===== config.mk =====
export PLATFORM = sky130hd
export DESIGN_NAME = manchester_nibble_frame_decoder
export DESIGN_NICKNAME = d
export VERILOG_FILES = /design/src/hdl/mnfd_pkg.sv /design/src/hdl/mnfd_front.sv /design/src/hdl/mnfd_queue.sv /design/src/hdl/mnfd_back.sv /design/src/hdl/manchester_nibble_frame_decoder.sv
export SDC_FILE = /design/constraint.sdc
export NUM_CORES = 1
export LEC_CHECK = 0
export BUFFER_PORTS_ARGS = -buffer_cell sky130_fd_sc_hd__buf_2
export CAP_MARGIN = 20
export CORE_ASPECT_RATIO = 1.1
export CORE_MARGIN = 2
export CORE_UTILIZATION = 45
export CTS_CLUSTER_DIAMETER = 40
export DETAILED_ROUTE_END_ITERATION = 10
export SLEW_MARGIN = 15
export SYNTH_ARGS = -nofsm -noshare
export SYNTH_HDL_FRONTEND = slang
export SYNTH_SLANG_ARGS = --single-unit

===== constraint.sdc =====
create_clock -name clk_i -period 12.15 [get_ports clk_i]
set_input_delay 2.43 -clock clk_i [delete_from_list [all_inputs] [get_ports clk_i]]
set_output_delay 2.43 -clock clk_i [all_outputs]
set_load 0.03 [all_outputs]

===== src/hdl/mnfd_pkg.sv =====
// Shared types and constants for the Manchester nibble frame decoder.
// No dependencies; imported by every module of the block.
package mnfd_pkg;

  localparam int unsigned DEF_HEADER_BYTES = 6;
  localparam int unsigned DEF_MAX_BYTES    = 9;

  // Header byte that carries the length code in bits 7:6.
  localparam logic [3:0] LEN_BYTE   = 4'd4;
  // Frame bit plus four data bits.
  localparam logic [2:0] GROUP_BITS = 3'd5;

  // Inverted Manchester pair codes.
  localparam logic [1:0] PAIR_ZERO = 2'b01;
  localparam logic [1:0] PAIR_ONE  = 2'b10;

  // Result status codes.
  localparam logic [1:0] ST_OK        = 2'd0;
  localparam logic [1:0] ST_PAIR_ERR  = 2'd1;
  localparam logic [1:0] ST_FRAME_ERR = 2'd2;
  localparam logic [1:0] ST_LEN_ERR   = 2'd3;

  // Length codes from header byte LEN_BYTE.
  localparam logic [1:0] LEN_CODE_NONE  = 2'd0;
  localparam logic [1:0] LEN_CODE_ONE   = 2'd1;
  localparam logic [1:0] LEN_CODE_THREE = 2'd2;
  localparam logic [1:0] LEN_CODE_BAD   = 2'd3;

  localparam int unsigned QUEUE_DEPTH = 2;
  localparam int unsigned QPTR_W      = (QUEUE_DEPTH > 1) ? $clog2(QUEUE_DEPTH) : 1;
  localparam int unsigned QCNT_W      = $clog2(QUEUE_DEPTH + 1);

  // One classified raw byte; index 3 is the first pair on the air.
  typedef struct packed {
    logic       first;
    logic [3:0] bits_v;
    logic [3:0] bad_v;
  } item_t;

  // One decoded result.
  typedef struct packed {
    logic [1:0] status;
    logic       is_last;
    logic [3:0] byte_index;
    logic [7:0] data_byte;
  } result_t;

endpackage


===== src/hdl/mnfd_front.sv =====
// Front end: accepts raw bytes and splits them into decoded bits and pair errors.
// Depends on mnfd_pkg.
module mnfd_front
  import mnfd_pkg::*;
(
  input  logic       s_valid_i,
  input  logic [7:0] s_data_i,
  input  logic       s_first_i,
  input  logic       q_full_i,
  output logic       s_ready_o,
  output logic       push_o,
  output item_t      item_o
);

  logic [1:0] pair_v [4];

  always_comb begin
    item_o.first = s_first_i;
    for (int p = 0; p < 4; p++) begin
      pair_v[p] = s_data_i[7 - 2 * p -: 2];
      item_o.bits_v[3 - p] = (pair_v[p] == PAIR_ONE);
      item_o.bad_v[3 - p]  = !(pair_v[p] inside {PAIR_ZERO, PAIR_ONE});
    end
  end

  assign s_ready_o = !q_full_i;
  assign push_o    = s_valid_i && !q_full_i;

endmodule


===== src/hdl/mnfd_queue.sv =====
// Short FIFO of classified items between front and back end.
// Depends on mnfd_pkg.
module mnfd_queue
  import mnfd_pkg::*;
(
  input  logic  clk_i,
  input  logic  rst_ni,
  input  logic  push_i,
  input  item_t item_i,
  input  logic  pop_i,
  output logic  full_o,
  output logic  valid_o,
  output item_t item_o
);

  item_t              mem_q [QUEUE_DEPTH];
  logic [QPTR_W-1:0]  wr_ptr_q, rd_ptr_q;
  logic [QCNT_W-1:0]  count_q;
  logic               do_pop;

  function automatic logic [QPTR_W-1:0] ptr_inc(input logic [QPTR_W-1:0] ptr);
    if (ptr == QPTR_W'(QUEUE_DEPTH - 1)) begin
      return '0;
    end
    return ptr + 1'b1;
  endfunction

  assign full_o  = (count_q == QCNT_W'(QUEUE_DEPTH));
  assign valid_o = (count_q != '0);
  assign item_o  = mem_q[rd_ptr_q];
  assign do_pop  = pop_i && valid_o;

  always_ff @(posedge clk_i) begin
    if (push_i) begin
      mem_q[wr_ptr_q] <= item_i;
    end
  end

  always_ff @(posedge clk_i or negedge rst_ni) begin
    if (!rst_ni) begin
      wr_ptr_q <= '0;
      rd_ptr_q <= '0;
      count_q  <= '0;
    end else begin
      if (push_i) begin
        wr_ptr_q <= ptr_inc(wr_ptr_q);
      end
      if (do_pop) begin
        rd_ptr_q <= ptr_inc(rd_ptr_q);
      end
      if (push_i && !do_pop) begin
        count_q <= count_q + 1'b1;
      end else if (!push_i && do_pop) begin
        count_q <= count_q - 1'b1;
      end
    end
  end

endmodule


===== src/hdl/mnfd_back.sv =====
// Back end: packet state machine over classified items, with output register.
// Depends on mnfd_pkg.
module mnfd_back
  import mnfd_pkg::*;
#(
  parameter int unsigned HEADER_BYTES = DEF_HEADER_BYTES,
  parameter int unsigned MAX_BYTES    = DEF_MAX_BYTES
) (
  input  logic       clk_i,
  input  logic       rst_ni,
  input  logic [2:0] skip_bits_i,
  input  logic       q_valid_i,
  input  item_t      q_item_i,
  output logic       q_pop_o,
  output logic       m_valid_o,
  input  logic       m_ready_i,
  output result_t    m_result_o
);

  typedef enum logic [1:0] {
    PH_IDLE,
    PH_RUN,
    PH_DONE
  } phase_e;

  localparam logic [4:0] HDR_LEN = 5'(HEADER_BYTES);
  localparam logic [4:0] MAX_LEN = 5'(MAX_BYTES);
  // A packet never runs past the larger of the header and the maximum.
  localparam logic [4:0] LEN_CAP = (MAX_LEN > HDR_LEN) ? MAX_LEN : HDR_LEN;

  phase_e     phase_q, phase_d;
  logic [2:0] skip_left_q, skip_left_d;
  logic [2:0] group_pos_q, group_pos_d;
  logic [7:0] byte_shift_q, byte_shift_d;
  logic       nibble_sel_q, nibble_sel_d;
  logic [3:0] bytes_done_q, bytes_done_d;
  logic [3:0] target_len_q, target_len_d;
  logic       pair_error_q, pair_error_d;
  logic       frame_error_q, frame_error_d;
  logic       len_bad_q, len_bad_d;

  logic       out_valid_q;
  result_t    out_q;
  logic       emit;
  result_t    res;
  logic       go;

  logic       bit_v;
  logic [1:0] gp_m1;
  logic [4:0] n_v;
  logic [1:0] code_v;
  logic [4:0] tlen_v;
  logic [1:0] extra_v;
  logic       last_v;
  logic [1:0] st_v;

  assign go        = q_valid_i && (!out_valid_q || m_ready_i);
  assign q_pop_o   = go;
  assign m_valid_o = out_valid_q;
  assign m_result_o = out_q;

  always_comb begin
    phase_d       = phase_q;
    skip_left_d   = skip_left_q;
    group_pos_d   = group_pos_q;
    byte_shift_d  = byte_shift_q;
    nibble_sel_d  = nibble_sel_q;
    bytes_done_d  = bytes_done_q;
    target_len_d  = target_len_q;
    pair_error_d  = pair_error_q;
    frame_error_d = frame_error_q;
    len_bad_d     = len_bad_q;
    emit    = 1'b0;
    res     = '0;
    bit_v   = 1'b0;
    gp_m1   = '0;
    n_v     = '0;
    code_v  = '0;
    tlen_v  = '0;
    extra_v = '0;
    last_v  = 1'b0;
    st_v    = ST_OK;

    // A start marker drops whatever packet is in progress.
    if (q_item_i.first) begin
      phase_d       = PH_RUN;
      skip_left_d   = skip_bits_i;
      group_pos_d   = '0;
      byte_shift_d  = '0;
      nibble_sel_d  = 1'b0;
      bytes_done_d  = '0;
      target_len_d  = 4'(HEADER_BYTES);
      pair_error_d  = 1'b0;
      frame_error_d = 1'b0;
      len_bad_d     = 1'b0;
    end

    for (int p = 3; p >= 0; p--) begin
      if (phase_d == PH_RUN) begin
        if (skip_left_d != '0) begin
          skip_left_d = skip_left_d - 1'b1;
        end else begin
          bit_v = q_item_i.bits_v[p];
          if (q_item_i.bad_v[p]) begin
            pair_error_d = 1'b1;
          end
          if (group_pos_d == '0) begin
            if (!bit_v) begin
              frame_error_d = 1'b1;
            end
            group_pos_d = 3'd1;
          end else begin
            gp_m1 = 2'(group_pos_d - 3'd1);
            byte_shift_d[{nibble_sel_d, gp_m1}] = bit_v;
            group_pos_d = group_pos_d + 3'd1;
            if (group_pos_d >= GROUP_BITS) begin
              group_pos_d = '0;
              if (nibble_sel_d) begin
                // Byte complete.
                nibble_sel_d = 1'b0;
                n_v = {1'b0, bytes_done_d} + 5'd1;
                if (bytes_done_d == LEN_BYTE) begin
                  code_v = byte_shift_d[7:6];
                  case (code_v)
                    LEN_CODE_NONE:  extra_v = 2'd0;
                    LEN_CODE_ONE:   extra_v = 2'd1;
                    default:        extra_v = 2'd3;
                  endcase
                  tlen_v = HDR_LEN + {3'b000, extra_v};
                  if (tlen_v > MAX_LEN) begin
                    tlen_v = MAX_LEN;
                  end
                  target_len_d = tlen_v[3:0];
                  len_bad_d    = (code_v == LEN_CODE_BAD);
                end
                last_v = 1'b0;
                st_v   = ST_OK;
                if (n_v >= HDR_LEN &&
                    (n_v == HDR_LEN || n_v >= {1'b0, target_len_d})) begin
                  if (pair_error_d) begin
                    last_v = 1'b1;
                    st_v   = ST_PAIR_ERR;
                  end else if (frame_error_d) begin
                    last_v = 1'b1;
                    st_v   = ST_FRAME_ERR;
                  end else if (n_v == HDR_LEN && len_bad_d) begin
                    last_v = 1'b1;
                    st_v   = ST_LEN_ERR;
                  end else if (n_v >= {1'b0, target_len_d}) begin
                    last_v = 1'b1;
                    st_v   = ST_OK;
                  end
                end
                emit           = 1'b1;
                res.data_byte  = byte_shift_d;
                res.byte_index = bytes_done_d;
                res.is_last    = last_v;
                res.status     = st_v;
                bytes_done_d   = n_v[3:0];
                if (last_v) begin
                  phase_d = PH_DONE;
                end
              end else begin
                nibble_sel_d = 1'b1;
              end
            end
          end
        end
      end
    end
  end

  always_ff @(posedge clk_i or negedge rst_ni) begin
    if (!rst_ni) begin
      phase_q       <= PH_IDLE;
      skip_left_q   <= '0;
      group_pos_q   <= '0;
      byte_shift_q  <= '0;
      nibble_sel_q  <= 1'b0;
      bytes_done_q  <= '0;
      target_len_q  <= 4'(HEADER_BYTES);
      pair_error_q  <= 1'b0;
      frame_error_q <= 1'b0;
      len_bad_q     <= 1'b0;
      out_valid_q   <= 1'b0;
      out_q         <= '0;
    end else if (go) begin
      phase_q       <= phase_d;
      skip_left_q   <= skip_left_d;
      group_pos_q   <= group_pos_d;
      byte_shift_q  <= byte_shift_d;
      nibble_sel_q  <= nibble_sel_d;
      bytes_done_q  <= bytes_done_d;
      target_len_q  <= target_len_d;
      pair_error_q  <= pair_error_d;
      frame_error_q <= frame_error_d;
      len_bad_q     <= len_bad_d;
      out_valid_q   <= emit;
      if (emit) begin
        out_q <= res;
      end
    end else if (m_ready_i) begin
      out_valid_q <= 1'b0;
    end
  end

`ifndef SYNTHESIS
  a_status_on_last: assert property (@(posedge clk_i) disable iff (!rst_ni)
    out_valid_q && out_q.status != ST_OK |-> out_q.is_last)
    else $error("error status on a byte that is not last");

  a_len_bound: assert property (@(posedge clk_i) disable iff (!rst_ni)
    {1'b0, bytes_done_q} <= LEN_CAP)
    else $error("byte count beyond packet maximum");

  a_last_ends_packet: assert property (@(posedge clk_i) disable iff (!rst_ni)
    go && emit && res.is_last |=> phase_q == PH_DONE)
    else $error("last byte did not end the packet");
`endif

endmodule


===== src/hdl/manchester_nibble_frame_decoder.sv =====
// Top level of the inverted Manchester decoder with nibble framing.
// Depends on mnfd_pkg, mnfd_front, mnfd_queue and mnfd_back.
//
// Usage:
//   s_axis: one received radio byte per transaction, tdata = raw byte
//   (four Manchester pairs, MSB first), tuser = packet start marker.
//   m_axis: one decoded packet byte per transaction; tlast marks the final
//   byte of a packet or of an aborted segment, tdata carries the byte, its
//   index in the packet and the status code.
//   cfg: write channel for skip_bits, always ready; write it only while idle.
// Timing:
//   A completed packet byte raises m_axis_tvalid once the input transaction
//   that completes it has passed the queue and then the output register.
//   One raw byte is taken per cycle sustained while m_axis_tready stays
//   high; the back end handles all four pairs of a byte in one pass.
// Reset:
//   skip_bits returns to 2, the decoder waits for a start marker, the queue
//   and output register empty. Raw bytes without a marker are dropped.
// Stall:
//   When m_axis_tready is low with a result waiting, the output register
//   holds it, the back end stops, and the two-entry queue absorbs input
//   until full, after which s_axis_tready drops.
module manchester_nibble_frame_decoder
  import mnfd_pkg::*;
#(
  parameter int unsigned HEADER_BYTES = DEF_HEADER_BYTES,
  parameter int unsigned MAX_BYTES    = DEF_MAX_BYTES
) (
  input  logic        clk_i,
  input  logic        rst_ni,
  // Input stream
  input  logic        s_axis_tvalid,
  output logic        s_axis_tready,
  input  logic [7:0]  s_axis_tdata,   // [7:0] raw_byte
  input  logic        s_axis_tuser,   // [0] first
  // Output stream
  output logic        m_axis_tvalid,
  input  logic        m_axis_tready,
  output logic [15:0] m_axis_tdata,   // [7:0] data_byte, [11:8] byte_index,
                                      // [13:12] status, [15:14] zero
  output logic        m_axis_tlast,   // is_last
  // Configuration write channel
  input  logic        cfg_valid_i,
  output logic        cfg_ready_o,
  input  logic [2:0]  cfg_data_i      // skip_bits
);

  logic       skip_bits_q;
  logic [2:0] skip_bits_r_q;

  logic       q_full, q_valid, q_pop, push;
  item_t      item_in, item_head;
  result_t    result;

  // Configuration register: skip count applied at each packet start.
  assign cfg_ready_o = 1'b1;

  always_ff @(posedge clk_i or negedge rst_ni) begin
    if (!rst_ni) begin
      skip_bits_r_q <= 3'd2;
      skip_bits_q   <= 1'b0;
    end else if (cfg_valid_i) begin
      skip_bits_r_q <= cfg_data_i;
      skip_bits_q   <= 1'b1;
    end
  end

  // Front end: classify each raw byte into decoded bits and pair errors.
  mnfd_front u_front (
    .s_valid_i (s_axis_tvalid),
    .s_data_i  (s_axis_tdata),
    .s_first_i (s_axis_tuser),
    .q_full_i  (q_full),
    .s_ready_o (s_axis_tready),
    .push_o    (push),
    .item_o    (item_in)
  );

  // Queue: decouple the input handshake from the packet state machine.
  mnfd_queue u_queue (
    .clk_i   (clk_i),
    .rst_ni  (rst_ni),
    .push_i  (push),
    .item_i  (item_in),
    .pop_i   (q_pop),
    .full_o  (q_full),
    .valid_o (q_valid),
    .item_o  (item_head)
  );

  // Back end: skip, frame check, byte assembly, length and status.
  mnfd_back #(
    .HEADER_BYTES (HEADER_BYTES),
    .MAX_BYTES    (MAX_BYTES)
  ) u_back (
    .clk_i       (clk_i),
    .rst_ni      (rst_ni),
    .skip_bits_i (skip_bits_r_q),
    .q_valid_i   (q_valid),
    .q_item_i    (item_head),
    .q_pop_o     (q_pop),
    .m_valid_o   (m_axis_tvalid),
    .m_ready_i   (m_axis_tready),
    .m_result_o  (result)
  );

  // Pack the result fields, lowest field in the lowest bits.
  assign m_axis_tdata = {2'b00, result.status, result.byte_index, result.data_byte};
  assign m_axis_tlast = result.is_last;

`ifndef SYNTHESIS
  a_cfg_written: assert property (@(posedge clk_i) disable iff (!rst_ni)
    cfg_valid_i |=> skip_bits_q && skip_bits_r_q == $past(cfg_data_i))
    else $error("configuration write lost");

  a_no_accept_full: assert property (@(posedge clk_i) disable iff (!rst_ni)
    q_full |-> !push)
    else $error("item pushed into a full queue");

  a_pop_needs_item: assert property (@(posedge clk_i) disable iff (!rst_ni)
    q_pop |-> q_valid)
    else $error("back end popped an empty queue");
`endif

endmodule


==> impl_metrics.json <==
{
  "setup_violations": 0,
  "ys_seq_area_share_pct": 23.1,
  "post-route-min-period_ns": 10.66,
  "worstHoldPathCells": 2,
  "initial_utilization_pct": 46.1,
  "r2r_start": "u_queue.rd_ptr_q$_DFFE_PN0P_",
  "endpoint_kind": "register",
  "synth_seq_cells": 69,
  "antenna_found_initial": 2,
  "cts.sinks": 69,
  "ys.flop_type": "dfrtp_1",
  "arrival_ns": 10.88,
  "synth_most_common_cell": "nand2_1",
  "core_sq_mm": 0.0171,
  "nets": 1048,
  "drcViolationCount": 0,
  "area_growth_syn_to_layout_pct": 7.43,
  "yosysTopAreaCell": "dfrtp_1",
  "dieWidth_microns": 130,
  "path_clk_slew_ns": 0.06,
  "finalSetupTns_ns": 0,
  "syn_area_sq_mm": 0.00787,
  "avgRoutedWirePerCell_microns": 20.0,
  "drive_gt1_share_pct": 14.3,
  "cts_root_buffer": "clkbuf_16",
  "grt_max_degree": 60,
  "rsz0062_at_grt": "no",
  "yosys_warnings": 0,
  "status": "finished clean",
  "grt.overflow.total": 0,
  "cts_tree": "built",
  "min_period_over_period_pct": 87.7,
  "post_cts_resized": 0,
  "finalWirelength_mm": 24.3,
  "track_usage_pct": 27.1,
  "startpoint": "u_queue.rd_ptr_q$_DFFE_PN0P_",
  "skew_ns": 0.0156,
  "grt_pass1_vias": 6913,
  "gp_congestion": 0.937,
  "clock_path_buffers": 2,
  "hold_viol_final": 0,
  "required_ns": 12.37,
  "postCtsHoldBufs": 0,
  "syn_inst": 968,
  "vias": 7438,
  "post_cts_buffers": 0,
  "ioPinCount": 37,
  "numPortBuffers": 33,
  "rows": 50,
  "ys_top_cells_by_area": "dfrtp_1 (15%), ha_1 (9.4%), edfxtp_1 (6.9%), mux2i_1 (5.6%), nand2_1 (4.8%)",
  "cts_buffers": 9,
  "reg2reg_depth": 37,
  "critPathMaxStageDelay_ns": 0.81,
  "die-area_sq_mm": 0.0186,
  "clk_latency_ns": 0.35,
  "syn_area_per_cell_sq_um": 8.13,
  "slew_headroom_pct": 37.3,
  "die_h_microns": 143,
  "dr.first_iter.drc_count": 587,
  "start_kind": "register",
  "cp_max_fo": 20,
  "critPathKind": "reg -> reg",
  "antenna_cells": 0,
  "first_pass_iters": 6,
  "ys_types": 105,
  "max_freq_mhz": 93.8,
  "ant_nets": 0,
  "hp-class": "reg -> reg",
  "worst_pin_slew_ns": 0.931,
  "synth_edf_count": 18,
  "synth_top_area_share_pct": 15.3,
  "grt_pass1_wl_mm": 38.7,
  "maxCapViolations": 0,
  "min_from": "u_back.m_result_o[8]$_DFFE_PN0P_",
  "cp_slowest_cell": "dfrtp_1",
  "viasPerCell": 6.14,
  "synth_commonest_cells": "nand2_1 (101), nor2_1 (84), o21ai_0 (71), a21oi_1 (62), ha_1 (59)",
  "ys_async_sr_fraction_pct": 73.9,
  "final_max_slew_viol_count": 0,
  "h-tree-depth": 3,
  "cpMostUsedCell": "ha_1",
  "place_hpwl_mm": 18.8
}
==> layer usage <==
metal	wire length (microns)	track usage (%)	up-vias
met2	10600	41.3	297
met1	11200	39.4	3512
met4	537	7.36	2
met3	1910	4.98	39
met5	8	0	-
li1	-	-	3588
==> final timing paths <==
kind	to	slack, ns
worst max-delay path	u_back.m_result_o[12]$_DFFE_PN0P_	1.49
worst min-delay path	u_back.m_result_o[8]$_DFFE_PN0P_	0.48
worst max register to register	u_back.m_result_o[12]$_DFFE_PN0P_	1.49
worst min register to register	u_back.m_result_o[8]$_DFFE_PN0P_	0.48
max in group asynchronous	u_back.target_len_q[0]$_DFFE_PN0P_	9.44
min in group asynchronous	u_back.byte_shift_q[7]$_DFFE_PN0P_	2.22
==> layout by cell type, fill, tap and decap left out, drive strengths merged, types with 8 or more instances in the layout <==
cell / Yosys / layout
nand2: 102 / 102
nor2: 86 / 86
o21ai: 79 / 79
a21oi: 65 / 65
ha: 59 / 59
inv: 52 / 55
dfrtp: 48 / 48
mux2i: 46 / 46
buf: 21 / 42
mux2: 34 / 34
nor3: 30 / 30
nand3: 24 / 24
xnor2: 23 / 23
edfxtp: 18 / 18
a31oi: 17 / 17
nand2b: 16 / 16
a211oi: 16 / 16
nor2b: 13 / 13
a21o: 11 / 11
o211ai: 11 / 11
a22oi: 10 / 10
a22o: 9 / 9
clkbuf: 29 / 9
o31ai: 9 / 9
nor4: 9 / 9
nand4: 8 / 8
==> cell families (layout without fill, tap and decap cells) <==
| group | Yosys count | count (layout) | share of synthesized area (%) |
|---|---|---|---|
| AO/OA/AOI/OAI | 295 | 295 | 26.4 |
| XOR/XNOR | 30 | 30 | 3.94 |
| adder cells (fa/ha/maj) | 59 | 59 | 9.38 |
| buffers and inverters | 103 | 111 | 5.45 |
| flip-flops | 69 | 69 | 23.1 |
| multiplexers | 80 | 80 | 11.0 |
| other | 2 | 3 | 0.0955 |
| AND/OR/NAND/NOR | 330 | 330 | 20.6 |
==> critical path: cells and delay by family (launching register included) <==
family / cells / cell delay, ns
AOI/OAI and AO/OA: 11 / 3.02
xor gates and xnor gates: 1 / 0.62
adders and majority gates: 5 / 1.40
buffers and inverters: 3 / 0.55
DFF: 1 / 0.81
muxes: 3 / 1.32
and+or+nand+nor: 14 / 2.84
==> state kept, by name (all words and copies together), names as in the netlist, 2 cells and up <==
name	count
u_back.skip_left_q	3
u_queue.count_q	2
u_back.target_len_q	4
u_back.group_pos_q	3
u_back.m_result_o	15
u_back.phase_q	2
u_queue.mem_q	18
u_back.bytes_done_q	4
u_back.byte_shift_q	8
skip_bits_r_q	3
==> cell type report <==
type	count	area (sq um)
repair buffers	42	233
clock buffers	9	225
fillers	1640	8630
multi-input cells	797	5630
inverters	53	199
clock inverters	7	48.8
well taps	234	293
flip-flops and latches	69	1820
==> stage by stage <==
step	utilization, %	setup slack, ns	cells	hold WS [ns]	instance area [sq um]
3_3_place_gp	47.9	1.76	1195	0.463	8180
3_5_place_dp	47.9	1.60	1195	0.471	8180
5_1_grt	49.5	0.396	1211	0.517	8450
2_1_floorplan	-	3.25	969	0.450	7870
4_1_cts	49.5	1.58	1211	0.487	8450
6_report	49.5	1.49	1211	0.484	8450
Power is left out: the tool's default activity adds up to more than one toggle a clock period on the data nets, which glitch-free logic cannot reach.
